File: config.mk
export PLATFORM = sky130hd
export DESIGN_NAME = stepper_position_pid_slew_top
export DESIGN_NICKNAME = d
export VERILOG_FILES = /design/src/spps_pkg.sv /design/src/spps_mul.sv /design/src/spps_div.sv /design/src/stepper_position_pid_slew_top.sv
export SDC_FILE = /design/constraint.sdc
export NUM_CORES = 2
export LEC_CHECK = 0
export ABC_CLOCK_PERIOD_IN_PS = 23300
export BUFFER_PORTS_ARGS = -buffer_cell sky130_fd_sc_hd__buf_2
export CAP_MARGIN = 30
export CORE_MARGIN = 5
export CORE_UTILIZATION = 45
export CTS_BUF_LIST = sky130_fd_sc_hd__clkbuf_4
export DETAILED_ROUTE_END_ITERATION = 7
export SYNTH_ARGS = -nofsm -noshare
export SYNTH_HDL_FRONTEND = slang
export SYNTH_SLANG_ARGS = --single-unit
File: constraint.sdc
create_clock -name clk -period 23.3 [get_ports clk]
set_clock_uncertainty 0.2 [all_clocks]
set_input_delay 4.66 -clock clk [delete_from_list [all_inputs] [get_ports clk]]
set_output_delay 4.66 -clock clk [all_outputs]
set_load 0.01 [all_outputs]
File: src/spps_pkg.sv
// shared types, constants and helpers of the stepper position loop
package spps_pkg;

    // field widths
    localparam int ANGLE_W   = 32;
    localparam int SPEED_W   = 24;
    localparam int GAIN_W    = 24;
    localparam int US_W      = 16;
    localparam int WIDE_W    = 41;

    // serial multiplier: a operand, b operand shifted out one bit per cycle
    localparam int MUL_A_W   = 64;
    localparam int MUL_B_W   = 24;
    localparam int MUL_P_W   = MUL_A_W + MUL_B_W;
    localparam int MUL_CNT_W = 5;

    // serial divider: one quotient bit per cycle
    localparam int DIV_N_W   = 72;
    localparam int DIV_D_W   = 37;
    localparam int DIV_CNT_W = 7;

    // constant divisors and limits
    localparam logic [DIV_D_W-1:0] INTEG_DIVISOR = 37'd65536000000;
    localparam logic [DIV_D_W-1:0] USEC_DIVISOR  = 37'd1000000;
    localparam logic [MUL_B_W-1:0] DERIV_SCALE   = 24'd15625;
    localparam logic [14:0]        DT_MIN_US     = 15'd1000;
    localparam logic [14:0]        DT_MAX_US     = 15'd20000;
    localparam logic [SPEED_W-1:0] DEADBAND_CODE = 24'd65;

    // register indexes
    localparam logic [2:0] REG_KP     = 3'd0;
    localparam logic [2:0] REG_KI     = 3'd1;
    localparam logic [2:0] REG_KD     = 3'd2;
    localparam logic [2:0] REG_ACCEL  = 3'd3;
    localparam logic [2:0] REG_SPEED  = 3'd4;
    localparam logic [2:0] REG_USTEP  = 3'd5;
    localparam logic [2:0] REG_FLAGS  = 3'd6;

    // register reset values
    localparam logic [31:0] ACCEL_RESET = 32'd3276800;
    localparam logic [22:0] SPEED_RESET = 23'd327680;
    localparam logic [31:0] USTEP_RESET = 32'd8433226;

    // command codes
    localparam logic CMD_TICK = 1'b0;
    localparam logic CMD_LOAD = 1'b1;

    typedef enum logic [3:0] {
        ST_IDLE,
        ST_EXT,
        ST_PULSE,
        ST_ENA,
        ST_ERR,
        ST_IMUL,
        ST_IMUL2,
        ST_IDIV,
        ST_PMUL,
        ST_DMUL,
        ST_DMUL2,
        ST_DDIV,
        ST_AMUL,
        ST_ADIV,
        ST_SLEW,
        ST_FIN
    } state_t;

    typedef struct packed {
        logic               start;
        logic [MUL_A_W-1:0] a;
        logic [MUL_B_W-1:0] b;
    } mul_req_t;

    typedef struct packed {
        logic               start;
        logic [DIV_N_W-1:0] n;
        logic [DIV_D_W-1:0] d;
    } div_req_t;

    // saturate a wide signed value to the angle width
    function automatic logic signed [ANGLE_W-1:0] sat_angle(input logic signed [WIDE_W-1:0] x);
        if (x > 41'sd2147483647)
            return 32'sh7fffffff;
        else if (x < -41'sd2147483648)
            return 32'sh80000000;
        else
            return $signed(x[ANGLE_W-1:0]);
    endfunction

    // magnitude of a wide signed value
    function automatic logic [WIDE_W-1:0] mag_wide(input logic signed [WIDE_W-1:0] x);
        if (x[WIDE_W-1])
            return $unsigned(-x);
        else
            return $unsigned(x);
    endfunction

    // speeds inside the deadband read as zero
    function automatic logic [SPEED_W-1:0] pack_speed(input logic signed [SPEED_W-1:0] s);
        logic [SPEED_W-1:0] m;
        m = s[SPEED_W-1] ? $unsigned(-s) : $unsigned(s);
        if (m <= DEADBAND_CODE)
            return '0;
        else
            return $unsigned(s);
    endfunction

endpackage

File: src/spps_mul.sv
// shift-add multiplier, one bit of the b operand per cycle
module spps_mul
    import spps_pkg::*;
(
    input  logic               clk,
    input  logic               rst_n,
    input  mul_req_t           req,
    output logic [MUL_P_W-1:0] prod,
    output logic               done
);

    logic [MUL_A_W-1:0]   a_reg;
    logic [MUL_A_W-1:0]   hi_reg;
    logic [MUL_B_W-1:0]   lo_reg;
    logic [MUL_CNT_W-1:0] cnt_reg;
    logic                 busy_reg;
    logic                 done_reg;
    logic [MUL_A_W:0]     sum;

    // partial product add for the current bit
    assign sum = {1'b0, hi_reg} + (lo_reg[0] ? {1'b0, a_reg} : '0);

    // step control
    always_ff @(posedge clk or negedge rst_n)
    begin
        if (!rst_n)
        begin
            cnt_reg  <= '0;
            busy_reg <= 1'b0;
            done_reg <= 1'b0;
        end
        else
        begin
            done_reg <= 1'b0;
            if (req.start)
            begin
                cnt_reg  <= MUL_CNT_W'(MUL_B_W);
                busy_reg <= 1'b1;
            end
            else if (busy_reg)
            begin
                cnt_reg <= cnt_reg - 1'b1;
                if (cnt_reg == MUL_CNT_W'(1))
                begin
                    busy_reg <= 1'b0;
                    done_reg <= 1'b1;
                end
            end
        end
    end

    // product shift register
    always_ff @(posedge clk)
    begin
        if (req.start)
        begin
            a_reg  <= req.a;
            hi_reg <= '0;
            lo_reg <= req.b;
        end
        else if (busy_reg)
        begin
            hi_reg <= sum[MUL_A_W:1];
            lo_reg <= {sum[0], lo_reg[MUL_B_W-1:1]};
        end
    end

    assign prod = {hi_reg, lo_reg};
    assign done = done_reg;

endmodule

File: src/spps_div.sv
// restoring divider, one quotient bit per cycle
module spps_div
    import spps_pkg::*;
(
    input  logic               clk,
    input  logic               rst_n,
    input  div_req_t           req,
    output logic [DIV_N_W-1:0] quo,
    output logic               done
);

    logic [DIV_N_W-1:0]   n_reg;
    logic [DIV_D_W-1:0]   r_reg;
    logic [DIV_D_W-1:0]   d_reg;
    logic [DIV_CNT_W-1:0] cnt_reg;
    logic                 busy_reg;
    logic                 done_reg;
    logic [DIV_D_W:0]     r_shift;
    logic [DIV_D_W:0]     r_diff;
    logic                 fits;

    // trial subtract
    assign r_shift = {r_reg, n_reg[DIV_N_W-1]};
    assign r_diff  = r_shift - {1'b0, d_reg};
    assign fits    = (r_shift >= {1'b0, d_reg});

    // step control
    always_ff @(posedge clk or negedge rst_n)
    begin
        if (!rst_n)
        begin
            cnt_reg  <= '0;
            busy_reg <= 1'b0;
            done_reg <= 1'b0;
        end
        else
        begin
            done_reg <= 1'b0;
            if (req.start)
            begin
                cnt_reg  <= DIV_CNT_W'(DIV_N_W);
                busy_reg <= 1'b1;
            end
            else if (busy_reg)
            begin
                cnt_reg <= cnt_reg - 1'b1;
                if (cnt_reg == DIV_CNT_W'(1))
                begin
                    busy_reg <= 1'b0;
                    done_reg <= 1'b1;
                end
            end
        end
    end

    // remainder and quotient shift registers
    always_ff @(posedge clk)
    begin
        if (req.start)
        begin
            n_reg <= req.n;
            r_reg <= '0;
            d_reg <= req.d;
        end
        else if (busy_reg)
        begin
            r_reg <= fits ? r_diff[DIV_D_W-1:0] : r_shift[DIV_D_W-1:0];
            n_reg <= {n_reg[DIV_N_W-2:0], fits};
        end
    end

    assign quo  = n_reg;
    assign done = done_reg;

endmodule

File: src/stepper_position_pid_slew_top.sv
// top level of the closed-loop stepper position controller
// A full control tick runs up to seven products through the shared shift-add
// multiplier (one bit of a 24-bit operand per cycle) and up to three quotients through
// the shared restoring divider (one bit of a 72-bit dividend per cycle). One request is
// worked on at a time; a finished result waits in the output register while the next
// request is accepted. Registers sit on an APB port at byte address 4*index.
module stepper_position_pid_slew_top
    import spps_pkg::*;
(
    input  logic         clk,
    input  logic         rst_n,
    // request: elapsed_us[15:0], measured_angle[47:16], target_value[79:48],
    // pulse_count[95:80], direction_level[96], enable_level[97], zero fill
    input  logic         s_axis_tvalid,
    output logic         s_axis_tready,
    input  logic [103:0] s_axis_tdata,
    // command[0]
    input  logic         s_axis_tuser,
    // speed_out[23:0], drive_enabled[24], zero fill
    output logic         m_axis_tvalid,
    input  logic         m_axis_tready,
    output logic [31:0]  m_axis_tdata,
    input  logic         psel,
    input  logic         penable,
    input  logic         pwrite,
    input  logic [4:0]   paddr,
    input  logic [31:0]  pwdata,
    output logic [31:0]  prdata,
    output logic         pready
);

    // configuration registers
    logic [GAIN_W-1:0] kp_reg;
    logic [GAIN_W-1:0] ki_reg;
    logic [GAIN_W-1:0] kd_reg;
    logic [31:0]       accel_reg;
    logic [22:0]       max_speed_reg;
    logic [31:0]       ustep_reg;
    logic [3:0]        flags_reg;

    // sequencer and loop state
    state_t                    state_reg, state_next;
    logic                      launched_reg, launched_next;
    logic signed [ANGLE_W-1:0] target_reg, target_next;
    logic signed [ANGLE_W-1:0] integ_reg, integ_next;
    logic signed [ANGLE_W-1:0] prev_reg, prev_next;
    logic signed [SPEED_W-1:0] last_reg, last_next;
    logic                      en_flag_reg, en_flag_next;

    // latched request and working values
    logic [US_W-1:0]           us_reg, us_next;
    logic signed [ANGLE_W-1:0] meas_reg, meas_next;
    logic [15:0]               pulse_reg, pulse_next;
    logic                      dir_reg, dir_next;
    logic                      enl_reg, enl_next;
    logic [ANGLE_W-1:0]        emag_reg, emag_next;
    logic                      eneg_reg, eneg_next;
    logic [ANGLE_W:0]          demag_reg, demag_next;
    logic                      deneg_reg, deneg_next;
    logic [DIV_N_W-1:0]        tmp_reg, tmp_next;
    logic signed [63:0]        vt_reg, vt_next;
    logic [26:0]               dv_reg, dv_next;
    logic [SPEED_W-1:0]        res_speed_reg, res_speed_next;
    logic                      res_en_reg, res_en_next;

    // output register
    logic                      out_valid_reg, out_valid_next;
    logic [SPEED_W-1:0]        out_speed_reg, out_speed_next;
    logic                      out_en_reg, out_en_next;

    // shared arithmetic units
    mul_req_t           mul_req;
    div_req_t           div_req;
    logic [MUL_P_W-1:0] mul_prod;
    logic               mul_done;
    logic [DIV_N_W-1:0] div_quo;
    logic               div_done;

    spps_mul u_mul (
        .clk   (clk),
        .rst_n (rst_n),
        .req   (mul_req),
        .prod  (mul_prod),
        .done  (mul_done)
    );

    spps_div u_div (
        .clk   (clk),
        .rst_n (rst_n),
        .req   (div_req),
        .quo   (div_quo),
        .done  (div_done)
    );

    // configuration write and read
    always_ff @(posedge clk or negedge rst_n)
    begin
        if (!rst_n)
        begin
            kp_reg        <= '0;
            ki_reg        <= '0;
            kd_reg        <= '0;
            accel_reg     <= ACCEL_RESET;
            max_speed_reg <= SPEED_RESET;
            ustep_reg     <= USTEP_RESET;
            flags_reg     <= '0;
        end
        else if (psel && penable && pwrite)
        begin
            unique case (paddr[4:2])
                REG_KP:    kp_reg        <= pwdata[GAIN_W-1:0];
                REG_KI:    ki_reg        <= pwdata[GAIN_W-1:0];
                REG_KD:    kd_reg        <= pwdata[GAIN_W-1:0];
                REG_ACCEL: accel_reg     <= pwdata;
                REG_SPEED: max_speed_reg <= pwdata[22:0];
                REG_USTEP: ustep_reg     <= pwdata;
                REG_FLAGS: flags_reg     <= pwdata[3:0];
                default:   ;
            endcase
        end
    end

    always_comb
    begin
        unique case (paddr[4:2])
            REG_KP:    prdata = {8'd0, kp_reg};
            REG_KI:    prdata = {8'd0, ki_reg};
            REG_KD:    prdata = {8'd0, kd_reg};
            REG_ACCEL: prdata = accel_reg;
            REG_SPEED: prdata = {9'd0, max_speed_reg};
            REG_USTEP: prdata = ustep_reg;
            REG_FLAGS: prdata = {28'd0, flags_reg};
            default:   prdata = '0;
        endcase
    end

    assign pready = 1'b1;

    // external step pulses move the target
    logic [ANGLE_W-1:0]        delta;
    logic                      back;
    logic signed [WIDE_W-1:0]  tgt_step;
    assign delta    = mul_prod[47:16];
    assign back     = flags_reg[1] & ~dir_reg;
    assign tgt_step = back ? (WIDE_W'(target_reg) - $signed({9'd0, delta}))
                           : (WIDE_W'(target_reg) + $signed({9'd0, delta}));

    // enable pin check
    logic active;
    assign active = flags_reg[3] ? ~enl_reg : enl_reg;

    // angle error and its change
    logic signed [ANGLE_W-1:0] err_sat;
    logic signed [WIDE_W-1:0]  de_wide;
    logic [WIDE_W-1:0]         em_wide;
    logic [WIDE_W-1:0]         dem_wide;
    assign err_sat  = sat_angle(WIDE_W'(target_reg) - WIDE_W'(meas_reg));
    assign de_wide  = WIDE_W'(err_sat) - WIDE_W'(prev_reg);
    assign em_wide  = mag_wide(WIDE_W'(err_sat));
    assign dem_wide = mag_wide(de_wide);

    // integral update
    logic signed [WIDE_W-1:0] iq;
    logic signed [ANGLE_W-1:0] integ_new;
    assign iq        = $signed({1'b0, div_quo[39:0]});
    assign integ_new = sat_angle(WIDE_W'(integ_reg) + (eneg_reg ? -iq : iq));

    // proportional and derivative terms, derivative saturates at 2^60
    logic signed [63:0] pterm;
    logic signed [63:0] dterm;
    logic signed [63:0] vt_p;
    logic signed [63:0] vt_d;
    assign pterm = $signed({25'd0, mul_prod[54:16]});
    assign dterm = (|div_quo[DIV_N_W-1:60]) ? 64'sh1000_0000_0000_0000
                                            : $signed({4'd0, div_quo[59:0]});
    assign vt_p  = (eneg_reg ? -pterm : pterm) + 64'(integ_reg);
    assign vt_d  = vt_reg + (deneg_reg ? -dterm : dterm);

    // slew time window
    logic [14:0] dte;
    assign dte = (us_reg < 16'(DT_MIN_US)) ? DT_MIN_US :
                 ((us_reg > 16'(DT_MAX_US)) ? DT_MAX_US : us_reg[14:0]);

    // slew limit and speed clamp
    logic signed [63:0] last_w;
    logic signed [63:0] dv_w;
    logic signed [63:0] lim_w;
    logic signed [63:0] dif_w;
    logic [63:0]        mvt;
    logic [63:0]        mlast;
    logic [63:0]        mdif;
    logic signed [63:0] cmd_slew;
    logic signed [63:0] cmd_clamp;
    assign last_w   = 64'(last_reg);
    assign dv_w     = $signed({37'd0, dv_reg});
    assign lim_w    = $signed({41'd0, max_speed_reg});
    assign dif_w    = vt_reg - last_w;
    assign mvt      = vt_reg[63] ? $unsigned(-vt_reg) : $unsigned(vt_reg);
    assign mlast    = last_w[63] ? $unsigned(-last_w) : $unsigned(last_w);
    assign mdif     = dif_w[63] ? $unsigned(-dif_w) : $unsigned(dif_w);
    assign cmd_slew = ((mvt > mlast) && (mdif > $unsigned(dv_w)))
                      ? ((vt_reg > last_w) ? (last_w + dv_w) : (last_w - dv_w))
                      : vt_reg;
    assign cmd_clamp = (cmd_slew > lim_w) ? lim_w :
                       ((cmd_slew < -lim_w) ? -lim_w : cmd_slew);

    // state registers
    always_ff @(posedge clk or negedge rst_n)
    begin
        if (!rst_n)
        begin
            state_reg     <= ST_IDLE;
            launched_reg  <= 1'b0;
            target_reg    <= '0;
            integ_reg     <= '0;
            prev_reg      <= '0;
            last_reg      <= '0;
            en_flag_reg   <= 1'b1;
            out_valid_reg <= 1'b0;
        end
        else
        begin
            state_reg     <= state_next;
            launched_reg  <= launched_next;
            target_reg    <= target_next;
            integ_reg     <= integ_next;
            prev_reg      <= prev_next;
            last_reg      <= last_next;
            en_flag_reg   <= en_flag_next;
            out_valid_reg <= out_valid_next;
        end
    end

    // working registers
    always_ff @(posedge clk)
    begin
        us_reg        <= us_next;
        meas_reg      <= meas_next;
        pulse_reg     <= pulse_next;
        dir_reg       <= dir_next;
        enl_reg       <= enl_next;
        emag_reg      <= emag_next;
        eneg_reg      <= eneg_next;
        demag_reg     <= demag_next;
        deneg_reg     <= deneg_next;
        tmp_reg       <= tmp_next;
        vt_reg        <= vt_next;
        dv_reg        <= dv_next;
        res_speed_reg <= res_speed_next;
        res_en_reg    <= res_en_next;
        out_speed_reg <= out_speed_next;
        out_en_reg    <= out_en_next;
    end

    // sequencer
    always_comb
    begin
        state_next     = state_reg;
        launched_next  = launched_reg;
        target_next    = target_reg;
        integ_next     = integ_reg;
        prev_next      = prev_reg;
        last_next      = last_reg;
        en_flag_next   = en_flag_reg;
        us_next        = us_reg;
        meas_next      = meas_reg;
        pulse_next     = pulse_reg;
        dir_next       = dir_reg;
        enl_next       = enl_reg;
        emag_next      = emag_reg;
        eneg_next      = eneg_reg;
        demag_next     = demag_reg;
        deneg_next     = deneg_reg;
        tmp_next       = tmp_reg;
        vt_next        = vt_reg;
        dv_next        = dv_reg;
        res_speed_next = res_speed_reg;
        res_en_next    = res_en_reg;
        out_speed_next = out_speed_reg;
        out_en_next    = out_en_reg;
        out_valid_next = out_valid_reg && !m_axis_tready;
        mul_req        = '0;
        div_req        = '0;
        s_axis_tready  = (state_reg == ST_IDLE);

        unique case (state_reg)
            ST_IDLE:
            begin
                if (s_axis_tvalid)
                begin
                    us_next    = s_axis_tdata[15:0];
                    meas_next  = $signed(s_axis_tdata[47:16]);
                    pulse_next = s_axis_tdata[95:80];
                    dir_next   = s_axis_tdata[96];
                    enl_next   = s_axis_tdata[97];
                    if (s_axis_tuser == CMD_LOAD)
                    begin
                        target_next    = $signed(s_axis_tdata[79:48]);
                        res_speed_next = pack_speed(last_reg);
                        res_en_next    = en_flag_reg;
                        state_next     = ST_FIN;
                    end
                    else
                    begin
                        state_next = ST_EXT;
                    end
                end
            end
            ST_EXT:
            begin
                if (flags_reg[0] && (pulse_reg != '0))
                    state_next = ST_PULSE;
                else
                    state_next = ST_ENA;
            end
            ST_PULSE:
            begin
                mul_req.a = {32'd0, ustep_reg};
                mul_req.b = {8'd0, pulse_reg};
                if (!launched_reg)
                begin
                    mul_req.start = 1'b1;
                    launched_next = 1'b1;
                end
                else if (mul_done)
                begin
                    launched_next = 1'b0;
                    target_next   = sat_angle(tgt_step);
                    state_next    = ST_ENA;
                end
            end
            ST_ENA:
            begin
                state_next = ST_ERR;
                if (flags_reg[0] && flags_reg[2])
                begin
                    if (!active)
                    begin
                        last_next      = '0;
                        en_flag_next   = 1'b0;
                        res_speed_next = '0;
                        res_en_next    = 1'b0;
                        state_next     = ST_FIN;
                    end
                    else
                    begin
                        en_flag_next = 1'b1;
                    end
                end
            end
            ST_ERR:
            begin
                emag_next  = em_wide[ANGLE_W-1:0];
                eneg_next  = err_sat[ANGLE_W-1];
                demag_next = dem_wide[ANGLE_W:0];
                deneg_next = de_wide[WIDE_W-1];
                prev_next  = err_sat;
                state_next = ST_IMUL;
            end
            ST_IMUL:
            begin
                mul_req.a = {32'd0, emag_reg};
                mul_req.b = ki_reg;
                if (!launched_reg)
                begin
                    mul_req.start = 1'b1;
                    launched_next = 1'b1;
                end
                else if (mul_done)
                begin
                    launched_next = 1'b0;
                    tmp_next      = mul_prod[DIV_N_W-1:0];
                    state_next    = ST_IMUL2;
                end
            end
            ST_IMUL2:
            begin
                mul_req.a = tmp_reg[MUL_A_W-1:0];
                mul_req.b = {8'd0, us_reg};
                if (!launched_reg)
                begin
                    mul_req.start = 1'b1;
                    launched_next = 1'b1;
                end
                else if (mul_done)
                begin
                    launched_next = 1'b0;
                    tmp_next      = mul_prod[DIV_N_W-1:0];
                    state_next    = ST_IDIV;
                end
            end
            ST_IDIV:
            begin
                div_req.n = tmp_reg;
                div_req.d = INTEG_DIVISOR;
                if (!launched_reg)
                begin
                    div_req.start = 1'b1;
                    launched_next = 1'b1;
                end
                else if (div_done)
                begin
                    launched_next = 1'b0;
                    integ_next    = integ_new;
                    state_next    = ST_PMUL;
                end
            end
            ST_PMUL:
            begin
                mul_req.a = {32'd0, emag_reg};
                mul_req.b = kp_reg;
                if (!launched_reg)
                begin
                    mul_req.start = 1'b1;
                    launched_next = 1'b1;
                end
                else if (mul_done)
                begin
                    launched_next = 1'b0;
                    vt_next       = vt_p;
                    state_next    = (us_reg != '0) ? ST_DMUL : ST_AMUL;
                end
            end
            ST_DMUL:
            begin
                mul_req.a = {31'd0, demag_reg};
                mul_req.b = kd_reg;
                if (!launched_reg)
                begin
                    mul_req.start = 1'b1;
                    launched_next = 1'b1;
                end
                else if (mul_done)
                begin
                    launched_next = 1'b0;
                    tmp_next      = mul_prod[DIV_N_W-1:0];
                    state_next    = ST_DMUL2;
                end
            end
            ST_DMUL2:
            begin
                mul_req.a = tmp_reg[MUL_A_W-1:0];
                mul_req.b = DERIV_SCALE;
                if (!launched_reg)
                begin
                    mul_req.start = 1'b1;
                    launched_next = 1'b1;
                end
                else if (mul_done)
                begin
                    launched_next = 1'b0;
                    tmp_next      = mul_prod[DIV_N_W-1:0];
                    state_next    = ST_DDIV;
                end
            end
            ST_DDIV:
            begin
                div_req.n = tmp_reg;
                div_req.d = {11'd0, us_reg, 10'd0};
                if (!launched_reg)
                begin
                    div_req.start = 1'b1;
                    launched_next = 1'b1;
                end
                else if (div_done)
                begin
                    launched_next = 1'b0;
                    vt_next       = vt_d;
                    state_next    = ST_AMUL;
                end
            end
            ST_AMUL:
            begin
                mul_req.a = {32'd0, accel_reg};
                mul_req.b = {9'd0, dte};
                if (!launched_reg)
                begin
                    mul_req.start = 1'b1;
                    launched_next = 1'b1;
                end
                else if (mul_done)
                begin
                    launched_next = 1'b0;
                    tmp_next      = mul_prod[DIV_N_W-1:0];
                    state_next    = ST_ADIV;
                end
            end
            ST_ADIV:
            begin
                div_req.n = tmp_reg;
                div_req.d = USEC_DIVISOR;
                if (!launched_reg)
                begin
                    div_req.start = 1'b1;
                    launched_next = 1'b1;
                end
                else if (div_done)
                begin
                    launched_next = 1'b0;
                    dv_next       = div_quo[26:0];
                    state_next    = ST_SLEW;
                end
            end
            ST_SLEW:
            begin
                last_next      = cmd_clamp[SPEED_W-1:0];
                res_speed_next = pack_speed(cmd_clamp[SPEED_W-1:0]);
                res_en_next    = en_flag_reg;
                state_next     = ST_FIN;
            end
            ST_FIN:
            begin
                if (!out_valid_reg || m_axis_tready)
                begin
                    out_valid_next = 1'b1;
                    out_speed_next = res_speed_reg;
                    out_en_next    = res_en_reg;
                    state_next     = ST_IDLE;
                end
            end
            default:
            begin
                state_next = ST_IDLE;
            end
        endcase
    end

    assign m_axis_tvalid = out_valid_reg;
    assign m_axis_tdata  = {7'd0, out_en_reg, out_speed_reg};

endmodule

# After elaboration in Yosys (flattened, before gate mapping)
# Index checks and enable logic that the tools add are counted.
totals:
  input_bits: 149
  register_bits: 950
  out_inout_bits: 67
op_classes:
  add_sub_neg: 25
  n_eq_ne: 48
  mux: 110
  bitwise_logic: 3
  reduce_logical: 42
  magnitude_cmp: 16
ops:
  columns: ["op", "n"]
  rows:
  - ["$mux 64", 12]
  - ["$pmux 89 s7", 1]
  - ["$pmux 110 s3", 1]
  - ["$mux 32", 10]
  - ["$mux 24", 12]
  - ["$pmux 32 s7", 1]
  - ["$mux 72", 2]
  - ["$gt 64x24->1", 2]
  - ["$neg 64->64", 2]
  - ["$pmux 64 s2", 1]
  - ["$mux 4", 25]
  - ["$gt 41x32->1 const B", 2]
  - ["$lt 41x32->1 const B", 2]
  - ["$mux 41", 2]
  - ["$pmux 24 s3", 1]
  - ["$sub 32x32->33", 2]
  - ["$add 64x65->65", 1]
  - ["$add 64x32->64", 1]
  - ["$add 64x64->64", 1]
  - ["$gt 64x27->1", 1]
  - ["$gt 64x64->1", 1]
  - ["$lt 64x64->1", 1]
  - ["$neg 23->64", 1]
  - ["$neg 24->64", 1]
  - ["64 further kinds", 158]

# Logic depth before layout (Yosys ltp)
depth:
  ltp_word: 14
  mapped_depth: 65

# Hierarchy
# Synthesis repeated with hierarchy kept, for this count alone.
unflattened:
  hier_cells: 9049
  area_unflattened_um2: 79552.5
modules_own_cells:
  columns: ["module", "area_per_inst_um2", "cells_per_inst", "instances"]
  rows:
  - ["stepper_position_pid_slew_top", 61338.8, 7272, 1]
  - ["spps_mul", 9839.4, 1015, 1]
  - ["spps_div", 8374.3, 762, 1]

# Worst setup path before layout
# OpenSTA, ideal clock, no wires.
synth_path:
  kind: "register to register"
  startpoint: "register last_reg[23]"
  endpoint: "register res_speed_reg[2], data pin"
  stages_incl_launch_ff: 59
  synth_period_minus_slack_ps: 14816
  path_buffers: 10
  path_slack_ps: 8484
  setup_time_ps: 266
  arrival_time_ps: 14349
  path_cell_list: "dfrtp_1 > inv_1 > ha_1 > a21oi_1 > o21ai_0 > a21oi_1 > a21boi_1 > a2111o_1 > nand2_1 > o311ai_0 > clkbuf_1 > clkbuf_1 > clkbuf_1 > nand2_1 > xor2_1 > ha_1 > a21o_1 > a21o_1 > [... 23 more ...] > o221a_2 > a31oi_1 > or4b_2 > nand2_1 > clkbuf_1 > clkbuf_1 > a211oi_1 > a21oi_1 > ha_1 > or3_1 > mux2_2 > o31ai_1 > o211ai_1 > nand2_1 > nor2_1 > nor4_4 > buf_6 > o211ai_2"
synth_between:
  elab_chain_cells: 14
  word_cells_on_any_way: 28
  cone_classes: "add/sub: 7; order compare: 7; mux: 13; reduce/logical: 1"
synth_lines:
  columns: ["item", "line_no", "rtl"]
  rows:
  - ["start: declaration", "stepper_position_pid_slew_top.sv:47", "logic signed [SPEED_W-1:0] last_reg, last_next;"]
  - ["start signal: assignment", "stepper_position_pid_slew_top.sv:228", "last_reg <= last_next;"]
  - ["$sub 64x24->64", "stepper_position_pid_slew_top.sv:197", "assign dif_w = vt_reg - last_w;"]
  - ["$neg 64->64", "stepper_position_pid_slew_top.sv:200", "assign mdif = dif_w[63] ? $unsigned(-dif_w) : $unsigned(dif_w);"]
  - ["$mux 64", "stepper_position_pid_slew_top.sv:200", null]
  - ["$gt 64x27->1", "stepper_position_pid_slew_top.sv:201", "assign cmd_slew = ((mvt > mlast) && (mdif > $unsigned(dv_w)))"]
  - ["$logic_and 1x1->1", "stepper_position_pid_slew_top.sv:201", null]
  - ["$mux 64", "stepper_position_pid_slew_top.sv:202", "? ((vt_reg > last_w) ? (last_w + dv_w) : (last_w - dv_w))"]
  - ["$lt 64x64->1", "stepper_position_pid_slew_top.sv:205", "((cmd_slew < -lim_w) ? -lim_w : cmd_slew);"]
  - ["$mux 24", "stepper_position_pid_slew_top.sv:205", null]
  - ["$mux 24", "stepper_position_pid_slew_top.sv:204", "assign cmd_clamp = (cmd_slew > lim_w) ? lim_w :"]
  - ["$neg 24->24", "spps_pkg.sv:100", "m = s[SPEED_W-1] ? $unsigned(-s) : $unsigned(s);"]
  - ["$mux 24", "spps_pkg.sv:100", null]
  - ["$le 24x7->1", "spps_pkg.sv:101", "if (m <= DEADBAND_CODE)"]
  - ["$mux 24", "spps_pkg.sv:101", null]
  - ["$pmux 24 s3 (*)", "stepper_position_pid_slew_top.sv:286", "unique case (state_reg)"]
  - ["named net res_speed_next[2]", "stepper_position_pid_slew_top.sv:63", "logic [SPEED_W-1:0] res_speed_reg, res_speed_next;"]
  - ["end signal: assignment", "stepper_position_pid_slew_top.sv:249", "res_speed_reg <= res_speed_next;"]
  - ["end: declaration", "stepper_position_pid_slew_top.sv:63", null]
# Mark *: on every way through the listed nets, which the timed path passes. The rest lies on a longest branch. The select of a mux whose other input is x is not followed.
# A chain may end at the register's enable or synchronous reset.

# Worst setup path in the final report
layout_path:
  startpoint: "register last_reg[23]"
  endpoint: "register res_speed_reg[21], data pin"
# Same word-level chain as after synthesis.

==> results.json <==
{
  "status": "complete, but fails checks",
  "violations": "DRC",
  "cp_max_fo": 41,
  "total_power_w": 0.01310,
  "fin_util_pct": 49.53,
  "cap_violations": 0,
  "synth_fa_ha_area_share_pct": 10.86,
  "period_needed_ns": 17.25,
  "grt-ovfl-total": 0,
  "setup_violations": 0,
  "required_ns": 24.10,
  "maxSlewHeadroom_pct": 30.65,
  "max-vdd-ir-drop_mv": 0.1974,
  "drive_gt1_share_pct": 12.00,
  "dp_hpwl_um": 206900,
  "first_iter_violations": 6331,
  "arrival_ns": 18.05,
  "cts_sinks": 931,
  "synthCells": 8853,
  "cts-hold-fix-buffers": 0,
  "synth_top_family_by_area": "compound AO/OA/AOI/OAI gates",
  "fp.dieH_um": 422.5,
  "rsz0062_at_grt": "no",
  "rr_endpoint": "res_speed_reg[21]$_DFFE_PP_",
  "ys_types": 113,
  "holdPathStages": 0,
  "cts_buffers": 283,
  "drv_slew": 0,
  "route.detailed.drc": 32,
  "postCtsSetupBuffers": 0,
  "wl_per_cell_um": 23.21,
  "fillers": 16484,
  "worst_pin_slew_ns": 1.040,
  "hold_viol": 0,
  "path_class": "reg2reg",
  "synth_async_sr_flop_share_pct": 32.87,
  "p_leak_nw": 35.83,
  "track_usage_pct": 28.89,
  "clock_path_buffers": 4,
  "end_kind": "flop",
  "max_stage_delay_ns": 0.94,
  "die_area_um2": 178500,
  "regToRegStartpoint": "last_reg[23]$_DFFE_PN0P_",
  "critical_path.slowest_cell": "nor4b_2",
  "gp_congestion": 0.9513,
  "min_from": "res_speed_reg[21]$_DFFE_PP_",
  "area_growth_pct": 9.469,
  "finalSetupTns_ns": 0,
  "final_cell_mix": "1,024 x nand2_1, 635 x ha_1, 634 x a21oi_1, 633 x nor2_1, 524 x edfxtp_1",
  "power_frac_seq_pct": 23.3,
  "start_util_pct": 45.24,
  "r2r_cells": 55,
  "combPwrFrac_pct": 64.5,
  "grt_pass1_wl_um": 402800,
  "yosys_warnings": 0,
  "p_switching_w": 0.006544,
  "cpMostUsedCell": "o21a_1",
  "vias_per_cell": 6.032,
  "wirelength_um": 268300,
  "r2r_slack_ns": 6.05,
  "fp-row-count": 151,
  "clock_latency_ns": 1.29,
  "clk_pin_slew_ns": 0.07,
  "grt_pass1_vias": 66402,
  "die_x_um": 422.5,
  "synthMuxAreaShare_pct": 3.452,
  "synth.area.top_cells": "edfxtp_1 21%, ha_1 10%, dfrtp_1 9.5%, xnor2_1 5.5%, nand2_1 5.0%",
  "grt_max_degree": 147,
  "hold_class": "reg2reg",
  "ctsResizeCount": 0,
  "cts_tree": "built",
  "synth_top_area_share_pct": 20.55,
  "htree_levels": 5,
  "syn_area_per_cell_um2": 8.651,
  "fmaxAchievable_ghz": 0.05796,
  "startpoint_type": "flop",
  "synth_xor_area_share_pct": 8.165,
  "pin_count": 216,
  "hold_end": "out_speed_reg[21]$_DFFE_PP_",
  "dp_cells": 11051,
  "antenna_found_initial": 16,
  "internal_power_w": 0.006557,
  "synth-seq-cells": 931,
  "synth_edf_count": 524,
  "p_clk_share_pct": 12.3,
  "syn_area_um2": 76590,
  "ys.flop_type": "edfxtp_1",
  "yosysTopAreaCell": "edfxtp_1",
  "vias": 69717,
  "synth_compound_area_share_pct": 20.95,
  "fin_crit_sh_pct": 74.05,
  "synth-seq-area-share_pct": 33.21,
  "core_area_um2": 169300,
  "layout_commonest_cell": "nand2_1",
  "switching_share_pct": 49.95,
  "port_buffers": 199,
  "route.antenna.remaining_nets": 0,
  "firstDrtPassIters": 8,
  "power.density_nw_per_um2": 156.3,
  "nNetsFinal": 9911,
  "cts_root_buf": "clkbuf_4",
  "yosys.area_share.simple_pct": 19.35,
  "final_cells": 11558
}
## layout make-up
class | instances | area [um^2] | area share [%]
antenna | 14 | 35.03 | 0.04179
clock buffer | 414 | 3108 | 3.707
clock inverter | 79 | 392.9 | 0.4686
inverter | 396 | 1494 | 1.782
multi-input combinational | 7183 | 48550 | 57.91
sequential | 931 | 25440 | 30.34
tap | 2218 | 2775 | 3.310
timing repair buffer | 323 | 2044 | 2.439
## worst max-delay path by stage
stage / start / to / slack (ns) / cells past startpoint
after global routing: last_reg[23]$_DFFE_PN0P_ / res_speed_reg[21]$_DFFE_PP_ / 5.12 / 57
final: last_reg[23]$_DFFE_PN0P_ / res_speed_reg[21]$_DFFE_PP_ / 6.05 / 55
after detailed placement: vt_reg[0]$_DFFE_PP_ / res_speed_reg[21]$_DFFE_PP_ / 6.31 / 55
after CTS: last_reg[23]$_DFFE_PN0P_ / res_speed_reg[21]$_DFFE_PP_ / 6.33 / 54
after floorplan: last_reg[23]$_DFFE_PN0P_ / res_speed_reg[2]$_DFFE_PP_ / 8.48 / 58
after global placement: last_reg[23]$_DFFE_PN0P_ / res_speed_reg[21]$_DFFE_PP_ / 6.42 / 54
## layer usage
layer / wire length (um) / GRT usage (%) / vias to the layer above
li1: - / - / 33081
met1: 115000 / 38.42 / 33305
met2: 118200 / 45.41 / 2725
met3: 18690 / 4.581 / 602
met4: 16430 / 15.20 / 4
met5: 26 / 0 / -
## critical path, delay by kind of cell (launching register included)
kind	cells	cell delay, ns
compound gates	31	6.98
simple gates	12	5.24
buf+inv	6	2.04
fa+ha+maj	3	1.04
xor+xnor	2	0.52
mux	1	0.44
flops	1	0.37
## synth_stat cells (167+ instances only)
master / instances
dfrtp_1: 291
o21ai_0: 502
ha_1: 635
nor3_1: 186
clkbuf_1: 317
a22oi_1: 167
nand3_1: 221
edfxtp_1: 524
nand2_1: 1025
nor2_1: 646
xnor2_1: 485
xor2_1: 229
a21o_1: 199
inv_1: 393
a21oi_1: 636
## kinds of logic after synthesis
logic type	after synthesis
buffers and inverters	785
and+or+nand+nor	3071
xor gates and xnor gates	714
AOI/OAI and AO/OA	2443
adders and majority gates	663
muxes	244
other	2
DFF	931
## power groups by stage
| stage | Combinational (W) | Sequential (W) | Clock, W |
|---|---|---|---|
| 2_1_floorplan | 0.00620 | 0.00279 | 0 |
| 4_1_cts | 0.00836 | 0.00303 | 0.00165 |
| 3_3_place_gp | 0.00818 | 0.00305 | 0 |
| 6_report | 0.00844 | 0.00305 | 0.00161 |
| 5_1_grt | 0.00930 | 0.00309 | 0.00175 |
| 3_5_place_dp | 0.00830 | 0.00306 | 0 |
## metrics by stage
stage	hold slack, ns	setup slack, ns	area [um^2]
detailed placement	0.2045	6.311	80300
global placement	0.2035	6.416	80120
finish	0.2028	6.046	83840
global route	0.1974	5.124	83830
floorplan	0.2003	8.484	76760
CTS	0.1865	6.331	83800
No activity file was read; power rests on OpenSTA's default activity.
